## config.mk

```make
export PLATFORM = sky130hd
export DESIGN_NAME = recursive_reader_writer_lock_top
export DESIGN_NICKNAME = d
export VERILOG_FILES = /design/src/sv/rrwl_pkg.sv /design/src/sv/rrwl_core.sv /design/src/sv/recursive_reader_writer_lock_top.sv
export SDC_FILE = /design/constraint.sdc
export NUM_CORES = 1
export LEC_CHECK = 0
export BUFFER_PORTS_ARGS = -buffer_cell sky130_fd_sc_hd__buf_2
export CORE_MARGIN = 2
export CORE_UTILIZATION = 45
export DETAILED_ROUTE_END_ITERATION = 16
export HOLD_SLACK_MARGIN = 0.1
export PLACE_DENSITY = 0.67
export SYNTH_ARGS = -nofsm -noshare
export SYNTH_HDL_FRONTEND = slang
export SYNTH_SLANG_ARGS = --single-unit
export TNS_END_PERCENT = 30
```

## constraint.sdc

```tcl
create_clock -name i_clk -period 2.7 [get_ports i_clk]
set_clock_uncertainty 0.1 [all_clocks]
set_input_delay 0.27 -clock i_clk [delete_from_list [all_inputs] [get_ports i_clk]]
set_output_delay 0.27 -clock i_clk [all_outputs]
set_load 0.005 [all_outputs]
```

## src/sv/rrwl_pkg.sv

```systemverilog
package rrwl_pkg;

    // lock state widths
    localparam int ID_BITS          = 16;
    localparam int READ_COUNT_BITS  = 16;
    localparam int WRITE_COUNT_BITS = 16;

    // stream field widths
    localparam int OP_W     = 2;
    localparam int REQ_ID_W = 16;
    localparam int STATUS_W = 3;
    localparam int FIELD_W  = 16;

    localparam int IN_TDATA_W  = 24;
    localparam int OUT_TDATA_W = 40;

    typedef logic [OP_W-1:0]             t_op;
    typedef logic [STATUS_W-1:0]         t_status;
    typedef logic [ID_BITS-1:0]          t_id;
    typedef logic [READ_COUNT_BITS-1:0]  t_rd_cnt;
    typedef logic [WRITE_COUNT_BITS-1:0] t_wr_cnt;
    typedef logic [FIELD_W-1:0]          t_field;

    localparam t_op OP_WLOCK   = 2'd0;
    localparam t_op OP_WUNLOCK = 2'd1;
    localparam t_op OP_RLOCK   = 2'd2;
    localparam t_op OP_RUNLOCK = 2'd3;

    localparam t_status ST_OK       = 3'd0;
    localparam t_status ST_BUSY     = 3'd1;
    localparam t_status ST_ORDER    = 3'd2;
    localparam t_status ST_NOTHELD  = 3'd3;
    localparam t_status ST_OVERFLOW = 3'd4;

    typedef struct packed {
        t_status status;
        t_field  owner_now;
        t_field  readers_now;
    } t_result;

endpackage

```

## src/sv/rrwl_core.sv

```systemverilog
module rrwl_core (
    input  logic              i_clk,
    input  logic              i_rst_n,
    input  logic              i_step,
    input  rrwl_pkg::t_op     i_op,
    input  rrwl_pkg::t_id     i_id,
    output rrwl_pkg::t_result o_res
);

    rrwl_pkg::t_id     r_owner, n_owner;
    rrwl_pkg::t_wr_cnt r_wr_depth, n_wr_depth;
    rrwl_pkg::t_rd_cnt r_rd_depth, n_rd_depth;
    rrwl_pkg::t_status n_status;

    always_comb begin
        n_owner    = r_owner;
        n_wr_depth = r_wr_depth;
        n_rd_depth = r_rd_depth;
        n_status   = rrwl_pkg::ST_OK;
        case (i_op)
            rrwl_pkg::OP_WLOCK: begin
                if (i_id == '0) begin
                    n_status = rrwl_pkg::ST_BUSY;
                end else if (r_owner == i_id) begin
                    // recursion by the owner, saturating
                    if (r_wr_depth == '1) begin
                        n_status = rrwl_pkg::ST_OVERFLOW;
                    end else begin
                        n_wr_depth = r_wr_depth + rrwl_pkg::t_wr_cnt'(1);
                    end
                end else if (r_owner == '0 && r_rd_depth == '0) begin
                    n_owner    = i_id;
                    n_wr_depth = rrwl_pkg::t_wr_cnt'(1);
                end else begin
                    n_status = rrwl_pkg::ST_BUSY;
                end
            end
            rrwl_pkg::OP_WUNLOCK: begin
                if (i_id == '0 || r_owner != i_id) begin
                    n_status = rrwl_pkg::ST_NOTHELD;
                end else if (r_rd_depth != '0) begin
                    n_status = rrwl_pkg::ST_ORDER;
                end else if (r_wr_depth <= rrwl_pkg::t_wr_cnt'(1)) begin
                    n_owner    = '0;
                    n_wr_depth = '0;
                end else begin
                    n_wr_depth = r_wr_depth - rrwl_pkg::t_wr_cnt'(1);
                end
            end
            rrwl_pkg::OP_RLOCK: begin
                if (r_owner != '0 && r_owner != i_id) begin
                    n_status = rrwl_pkg::ST_BUSY;
                end else if (r_rd_depth == '1) begin
                    n_status = rrwl_pkg::ST_OVERFLOW;
                end else begin
                    n_rd_depth = r_rd_depth + rrwl_pkg::t_rd_cnt'(1);
                end
            end
            rrwl_pkg::OP_RUNLOCK: begin
                // any requester may drop a read
                if (r_rd_depth == '0) begin
                    n_status = rrwl_pkg::ST_NOTHELD;
                end else begin
                    n_rd_depth = r_rd_depth - rrwl_pkg::t_rd_cnt'(1);
                end
            end
            default: begin
                n_status = rrwl_pkg::ST_OK;
            end
        endcase
    end

    always_ff @(posedge i_clk) begin
        if (!i_rst_n) begin
            r_owner    <= '0;
            r_wr_depth <= '0;
            r_rd_depth <= '0;
        end else if (i_step) begin
            r_owner    <= n_owner;
            r_wr_depth <= n_wr_depth;
            r_rd_depth <= n_rd_depth;
        end
    end

    assign o_res.status      = n_status;
    assign o_res.owner_now   = rrwl_pkg::t_field'(n_owner);
    assign o_res.readers_now = rrwl_pkg::t_field'(n_rd_depth);

endmodule

```

## src/sv/recursive_reader_writer_lock_top.sv

```systemverilog
// an accepted request word passes through the request register and then the reply register to the master side
// throughput: one request per cycle unless the master side stalls; the lock state registers update once per request
// a stalled master side holds the reply register and backs up into the request register
// reset: i_rst_n synchronous, active low; clears writer id, write and read counts
// and empties both word registers
module recursive_reader_writer_lock_top (
    input  logic                                i_clk,
    input  logic                                i_rst_n,
    // op [1:0], requester_id [17:2], zero fill [23:18]
    input  logic [rrwl_pkg::IN_TDATA_W-1:0]     i_s_tdata,
    input  logic                                i_s_tvalid,
    output logic                                o_s_tready,
    // status [2:0], owner_now [18:3], readers_now [34:19], zero fill [39:35]
    output logic [rrwl_pkg::OUT_TDATA_W-1:0]    o_m_tdata,
    output logic                                o_m_tvalid,
    input  logic                                i_m_tready
);

    logic              r_in_valid;
    rrwl_pkg::t_op     r_op;
    rrwl_pkg::t_field  r_req_id;
    logic              r_out_valid;
    rrwl_pkg::t_result r_out;
    rrwl_pkg::t_result w_res;
    logic              w_out_free;
    logic              w_step;

    assign w_out_free = !r_out_valid || i_m_tready;
    assign w_step     = r_in_valid && w_out_free;
    assign o_s_tready = !r_in_valid || w_out_free;

    always_ff @(posedge i_clk) begin
        if (!i_rst_n) begin
            r_in_valid <= 1'b0;
        end else if (o_s_tready) begin
            r_in_valid <= i_s_tvalid;
        end
    end

    always_ff @(posedge i_clk) begin
        if (o_s_tready && i_s_tvalid) begin
            r_op     <= i_s_tdata[1:0];
            r_req_id <= i_s_tdata[17:2];
        end
    end

    rrwl_core u_core (
        .i_clk   (i_clk),
        .i_rst_n (i_rst_n),
        .i_step  (w_step),
        .i_op    (r_op),
        .i_id    (rrwl_pkg::t_id'(r_req_id)),
        .o_res   (w_res)
    );

    always_ff @(posedge i_clk) begin
        if (!i_rst_n) begin
            r_out_valid <= 1'b0;
        end else if (w_out_free) begin
            r_out_valid <= r_in_valid;
        end
    end

    always_ff @(posedge i_clk) begin
        if (w_step) begin
            r_out <= w_res;
        end
    end

    assign o_m_tvalid = r_out_valid;
    assign o_m_tdata  = {5'b0, r_out.readers_now, r_out.owner_now, r_out.status};

endmodule

```

# Yosys cells after proc, flatten, opt, wreduce, memory -nomap -nowiden
# Index checks and enable logic that the tools add are counted.
# Widths: inputs -> output; s select.
[totals]
latch_bits = 0
output_inout_bits = 42
reg_bits = 103
romBits = 0
memories = 0
inputBits = 28
mem_bits_rw = 0
[classes]
n_mux = 29
n_shift = 0
bitwise = 0
order_cmp = 1
n_addsub = 4
n_reduce_logical = 17
n_div = 0
mul = 0
eq_ne = 12
[ops]
columns = ["op", "n"]
rows = [
  ["$mux 16", 16],
  ["$pmux 16 s2", 3],
  ["$logic_not 16->1", 3],
  ["$add 16x1->16 const B", 2],
  ["$eq 16x16->1 const B", 2],
  ["$reduce_bool 16->1", 2],
  ["$sub 16x1->16 const B", 2],
  ["$mux 3", 6],
  ["$eq 16x16->1", 1],
  ["$le 16x1->1 const B", 1],
  ["$ne 16x16->1", 1],
  ["$pmux 3 s4", 1],
  ["$reduce_and 7->1", 1],
  ["$ne 2x2->1 const B", 3],
  ["$eq 2x2->1 const B", 2],
  ["$logic_and 1x1->1", 4],
  ["$mux 2", 2],
  ["$logic_or 1x1->1", 3],
  ["$ne 3x1->1 const B", 1],
  ["$ne 3x3->1 const B", 1],
  ["$eq 2x1->1 const B", 1],
  ["$logic_not 1->1", 2],
  ["$logic_not 2->1", 1],
  ["$reduce_bool 2->1", 1],
  ["$mux 1", 1],
]

# Longest topological paths before layout
[depth]
ltp_word = 6
depth_mapped = 10
ltp_nobuf = 8

# Cells and area by module
# From an unflattened synthesis, not the netlist that was laid out.
[unflattened]
cells_unflattened = 607
hier_area_um2 = 5895.7
[modules_own_cells]
columns = ["mod", "seq_area_each_um2", "cells_per_inst", "n_inst", "area_per_inst_um2"]
rows = [
  ["rrwl_core", 960.9, 539, 1, 4159.0],
  ["recursive_reader_writer_lock_top", 1631.6, 68, 1, 1736.7],
]

# Worst setup path after synthesis
# OpenSTA, ideal clock, no wires.
[synth_path]
kind = "reg-to-reg"
startpoint = "register r_out_valid, in the netlist o_m_tvalid"
endpoint = "register u_core.r_rd_depth[14]"
n_path_buf = 2
slack_ns = -0.114
setup_ns = 0.132
arrival_ns = 2.582
stages_incl_launch_ff = 10
path_cell_list = "dfxtp_1 nor2b_1 nand2b_1 clkbuf_1 inv_1 clkbuf_1 nand2_1 mux2_2 o221ai_1 a21oi_1"
[synth_between]
elab_chain_cells = 3
[synth_rtl]
columns = ["item", "line_no", "rtl"]
rows = [
  ["start, declared", "recursive_reader_writer_lock_top.sv:22", "logic r_out_valid;"],
  ["start signal, assigned", "recursive_reader_writer_lock_top.sv:60", "r_out_valid <= r_in_valid;"],
  ["$logic_not 1->1", "recursive_reader_writer_lock_top.sv:28", "assign w_out_free = !r_out_valid || i_m_tready;"],
  ["$logic_or 1x1->1", "recursive_reader_writer_lock_top.sv:28", ""],
  ["$logic_and 1x1->1", "recursive_reader_writer_lock_top.sv:29", "assign w_step = r_in_valid && w_out_free;"],
  ["net u_core.i_step", "rrwl_core.sv:4", "input logic i_step,"],
  ["end signal, assigned", "rrwl_core.sv:81", "r_rd_depth <= n_rd_depth;"],
  ["end, declared", "rrwl_core.sv:12", "rrwl_pkg::t_rd_cnt r_rd_depth, n_rd_depth;"],
]
# The timed path passes the listed nets, and every way through them passes these cells.
# A chain may end at the register's enable or synchronous reset.

# Worst setup path after layout
[layout_path]
startpoint = "register r_req_id[5]"
endpoint = "register u_core.r_wr_depth[14]"
[layout_between]
elab_chain_cells = 4
word_cells_on_any_way = 12
cone_classes = "eq/ne: 6; mux: 3; reduce/logical: 3"
[layout_rtl]
columns = ["item", "line_no", "rtl"]
rows = [
  ["start, declared", "recursive_reader_writer_lock_top.sv:21", "rrwl_pkg::t_field r_req_id;"],
  ["start signal, assigned", "recursive_reader_writer_lock_top.sv:43", "r_req_id <= i_s_tdata[17:2];"],
  ["$ne 16x16->1, or another cell as far along", "rrwl_core.sv:39", "if (i_id == '0 || r_owner != i_id) begin"],
  ["$logic_or 1x1->1 / $mux 16 (equally long branches)", "rrwl_core.sv:39, rrwl_core.sv:24", ""],
  ["$ne 2x2->1 (no source line) / $mux 16 (equally long branches)", "--", ""],
  ["$reduce_and 7->1 (no source line) / $pmux 16 s2 (equally long branches)", "--", ""],
  ["end signal, assigned", "rrwl_core.sv:80", "r_wr_depth <= n_wr_depth;"],
  ["end, declared", "rrwl_core.sv:11", "rrwl_pkg::t_wr_cnt r_wr_depth, n_wr_depth;"],
]
# Several ways; a longest one is shown, not always the timed one. The select of a mux whose other input is x is not followed.

==> summary.md <==
| Metric | Value |
|---|---|
| Critical Path Source | r_req_id[5]$_DFFE_PP_ |
| Number of synthesized flops with an enable pin | 53 |
| DRC violations left | 0 |
| Vias in the first global route | 4,948 |
| Slew margin rel. | 61.4% |
| CTS sink count | 103 |
| Max-cap viol count | 0 |
| Post-synthesis sequential area ratio | 46.2% |
| Worst hold margin | 0.193 ns |
| RSZ-0062 raised after global routing | yes |
| Slowest cell delay on critical path | 0.50 ns |
| Die height | 116 um |
| Final setup margin | 0.0380 ns |
| Vias per cell | 5.78 |
| Crit path cell chain | xor2_1, nor4_1, nand4_1, buf_6, a211o_4, a21bo_1, or4_1, o2111a_1 |
| TNS Setup | 0 ns |
| CP delay by family, top | simple AND/OR/NAND/NOR gates |
| WL final | 15,000 um |
| Pwr dens | 565 nW/um^2 |
| Number of top-level pins | 70 |
| Most frequent cells after synthesis | nor2_1, edfxtp_1, dfxtp_1 |
| Most common cell in the netlist | nor2_1 |
| First drt pass iteration count | 5 |
| Worst min path class | input pin to flop |
| Mapped Cells | 593 |
| H-tree levels | 3 |
| CP Max Fanout | 5 |
| Clk buf depth | 2 |
| Drt initial violations | 312 |
| Share of layout cells above drive strength 1 | 24.7% |
| Worst-Skew Late Latency | 0.36 ns |
| Crit path depth | 8 |
| Slowest CP cell | or4_1 |
| Asr flop ratio synth | 0% |
| CTS tree | done |
| Tcrit/Tclk final | 98.6% |
| Static Leak | 2.77 nW |
| R2R cell count | 8 |
| Slew @ Worst Pin | 0.579 ns |
| Die Area | 13,400 um^2 |
| Final min period | 2.66 ns |
| Simple-gate share of the synthesized area | 21.5% |
| Ant. Diodes | 0 |
| Post-synthesis mux area share | 1.14% |
| Pre-CTS setup slack | -0.164 ns |
| Worst vdd ir | 344 uV |
| Total CTS buffers | 9 |
| Synth unique cells | 71 |
| Synth top area cells | edfxtp_1, dfxtp_1, a22o_1 |
| Port Buffer Count | 58 |
| WP buf/inv | 1 |
| Design Area, Final | 7120 um^2 |
| DP Area | 6520 um^2 |
| First-pass GRT wire length | 24,300 um |
| Synth Cell Area | 5610 um^2 |
| Final setup viols | 0 |
| Routed via count | 5,160 |
| Top cell type's share of synthesized area | 28.4% |
| Hold Fails Final Rpt | 0 |
| Synth warn | 0 |
| Crit path capture type | flop |
| Critical path arrival | 2.81 ns |
| Root Buffer Master | clkbuf_16 |
| Initial core utilization | 46.3% |
| Area grow syn2layout | 27.0% |
| Post-synthesis compound-gate area fraction | 19.6% |
| Total GRT Usage | 23.2% |
| Total Power | 0.00402 W |
| Post-synthesis cell type with the largest combined area | edfxtp_1 |
| Chip width | 116 um |
| Slew Limit Fails | 0 |
| Antenna violations before repair | 0 |
| Largest family of logic cells by synthesized area | simple AND/OR/NAND/NOR gates |
| Gr ovfl total | 0 |
| Nets | 753 |
| DR WL/cell | 16.8 um |
| Status | complete, no violations |
| RR Startpoint | r_req_id[5]$_DFFE_PP_ |
| ANT nets after route | 0 |
| Max Freq | 376 MHz |
| #FFs+latches synth | 103 |
| XOR/XNOR Fraction of Synth Area | 5.47% |
| Ys flop type | edfxtp_1 |
| Worst hold path startpoint | i_m_tready |
| FF-to-FF setup slack | 0.04 ns |
| Req. time, crit path | 2.85 ns |
| Crit Path Category | flop to flop |
| Core area | 12,100 um^2 |
| Worst setup endpoint | u_core.r_wr_depth[14]$_SDFFE_PN0P_ |
| Syn_area_per_cell | 9.45 um^2 |
| CP startpoint kind | flop |
| Synth Area in Adders | 1.34% |
| Routability cong. | 0.935 |
| Largest net degree at the start of global routing | 43 |
| Worst-path clk slew | 0.07 ns |
| Hpwl dp | 10,600 um |
| Num rows | 40 |
| Capture point of the worst reg-to-reg path | u_core.r_wr_depth[14]$_SDFFE_PN0P_ |
worst register-to-register path: stages, from the launching register on:
cell and delay, ns:
edfxtp_1 0.46, xor2_1 0.19, nor4_1 0.35, nand4_1 0.16
buf_6 0.17, a211o_4 0.29, a21bo_1 0.20, or4_1 0.50
o2111a_1 0.15
kinds of logic after synthesis:
logic type / count (synthesis)
other cells: 1
mux: 5
fa+ha+maj: 6
buf+inv: 61
flops: 103
simple gates: 229
compound gates: 153
xor+xnor: 35
repair_timing:
item,in CTS,in global routing
hold endpoints to repair,19,0
hold buffers,19,0
gates resized for setup,5,15
endpoints found under the setup margin,38,41
gates cloned,0,0
buffers inserted,2,1
pin swaps,2,3
sequential cells by signal, summed over array words and instances (netlist names):
register           cells
o_m_tdata             35
o_m_tvalid             1
r_in_valid             1
r_op                   2
r_req_id              16
u_core.r_owner        16
u_core.r_rd_depth     16
u_core.r_wr_depth     16
metal layers:
metal	part of all wire, %	GRT usage (%)
met4	2.1	10.2
met1	44	30.0
met5	0	0
met2	48	38.7
met3	5.7	3.61
area by class of cell:
cell class	count	area, um^2
clock buffers	12	236
clock inverters	4	55.1
fillers	1058	4990
inverters	13	48.8
multi-input cells	433	2860
flip-flops and latches	103	2590
well taps	168	210
repair buffers	159	1120
through the flow:
| stage | util (%) | std cells |
|---|---|---|
| floorplan | - | 597 |
| global placement | 53.8 | 854 |
| detailed placement | 53.8 | 854 |
| CTS | 58.1 | 891 |
| global route | 58.8 | 892 |
| finish | 58.8 | 892 |
power breakdown:
| part | switching, W | total (W) | leakage, nW | internal, W |
|---|---|---|---|---|
| Sequential | 0.0000600 | 0.00181 | 0.917 | 0.00175 |
| Combinational | 0.000505 | 0.000903 | 1.71 | 0.000397 |
| Clock | 0.000582 | 0.00131 | 0.138 | 0.000727 |
worst min-delay path by stage:
stage,end,slack (ns),cells past startpoint
3_3_place_gp,r_req_id[4]$_DFFE_PP_,0.35,1
2_1_floorplan,r_op[0]$_DFFE_PP_,0.27,0
3_5_place_dp,r_req_id[3]$_DFFE_PP_,0.35,1
5_1_grt,o_m_tvalid$_SDFFE_PN0P_,0.19,4
6_report,o_m_tvalid$_SDFFE_PN0P_,0.19,4
4_1_cts,o_m_tvalid$_SDFFE_PN0P_,0.15,4
cell usage in the layout, fill, tap and decap left out, types with 7 or more instances in the layout:
master          n
inv_1          12
clkbuf_16       9
nand4_1        12
o21ai_1        14
edfxtp_1       53
xnor2_1        11
buf_2          58
xor2_1         23
nand2_1        43
nor2_1         58
nand3_1        23
dlygate4sd3_1  19
o22ai_1         7
nand2b_1        8
a22o_1         31
buf_4          79
or3_1           8
nor4_1         15
nor3_1         18
o21ai_0         9
a21oi_1        29
dfxtp_1        50
Power figures use the tool's default switching activity.
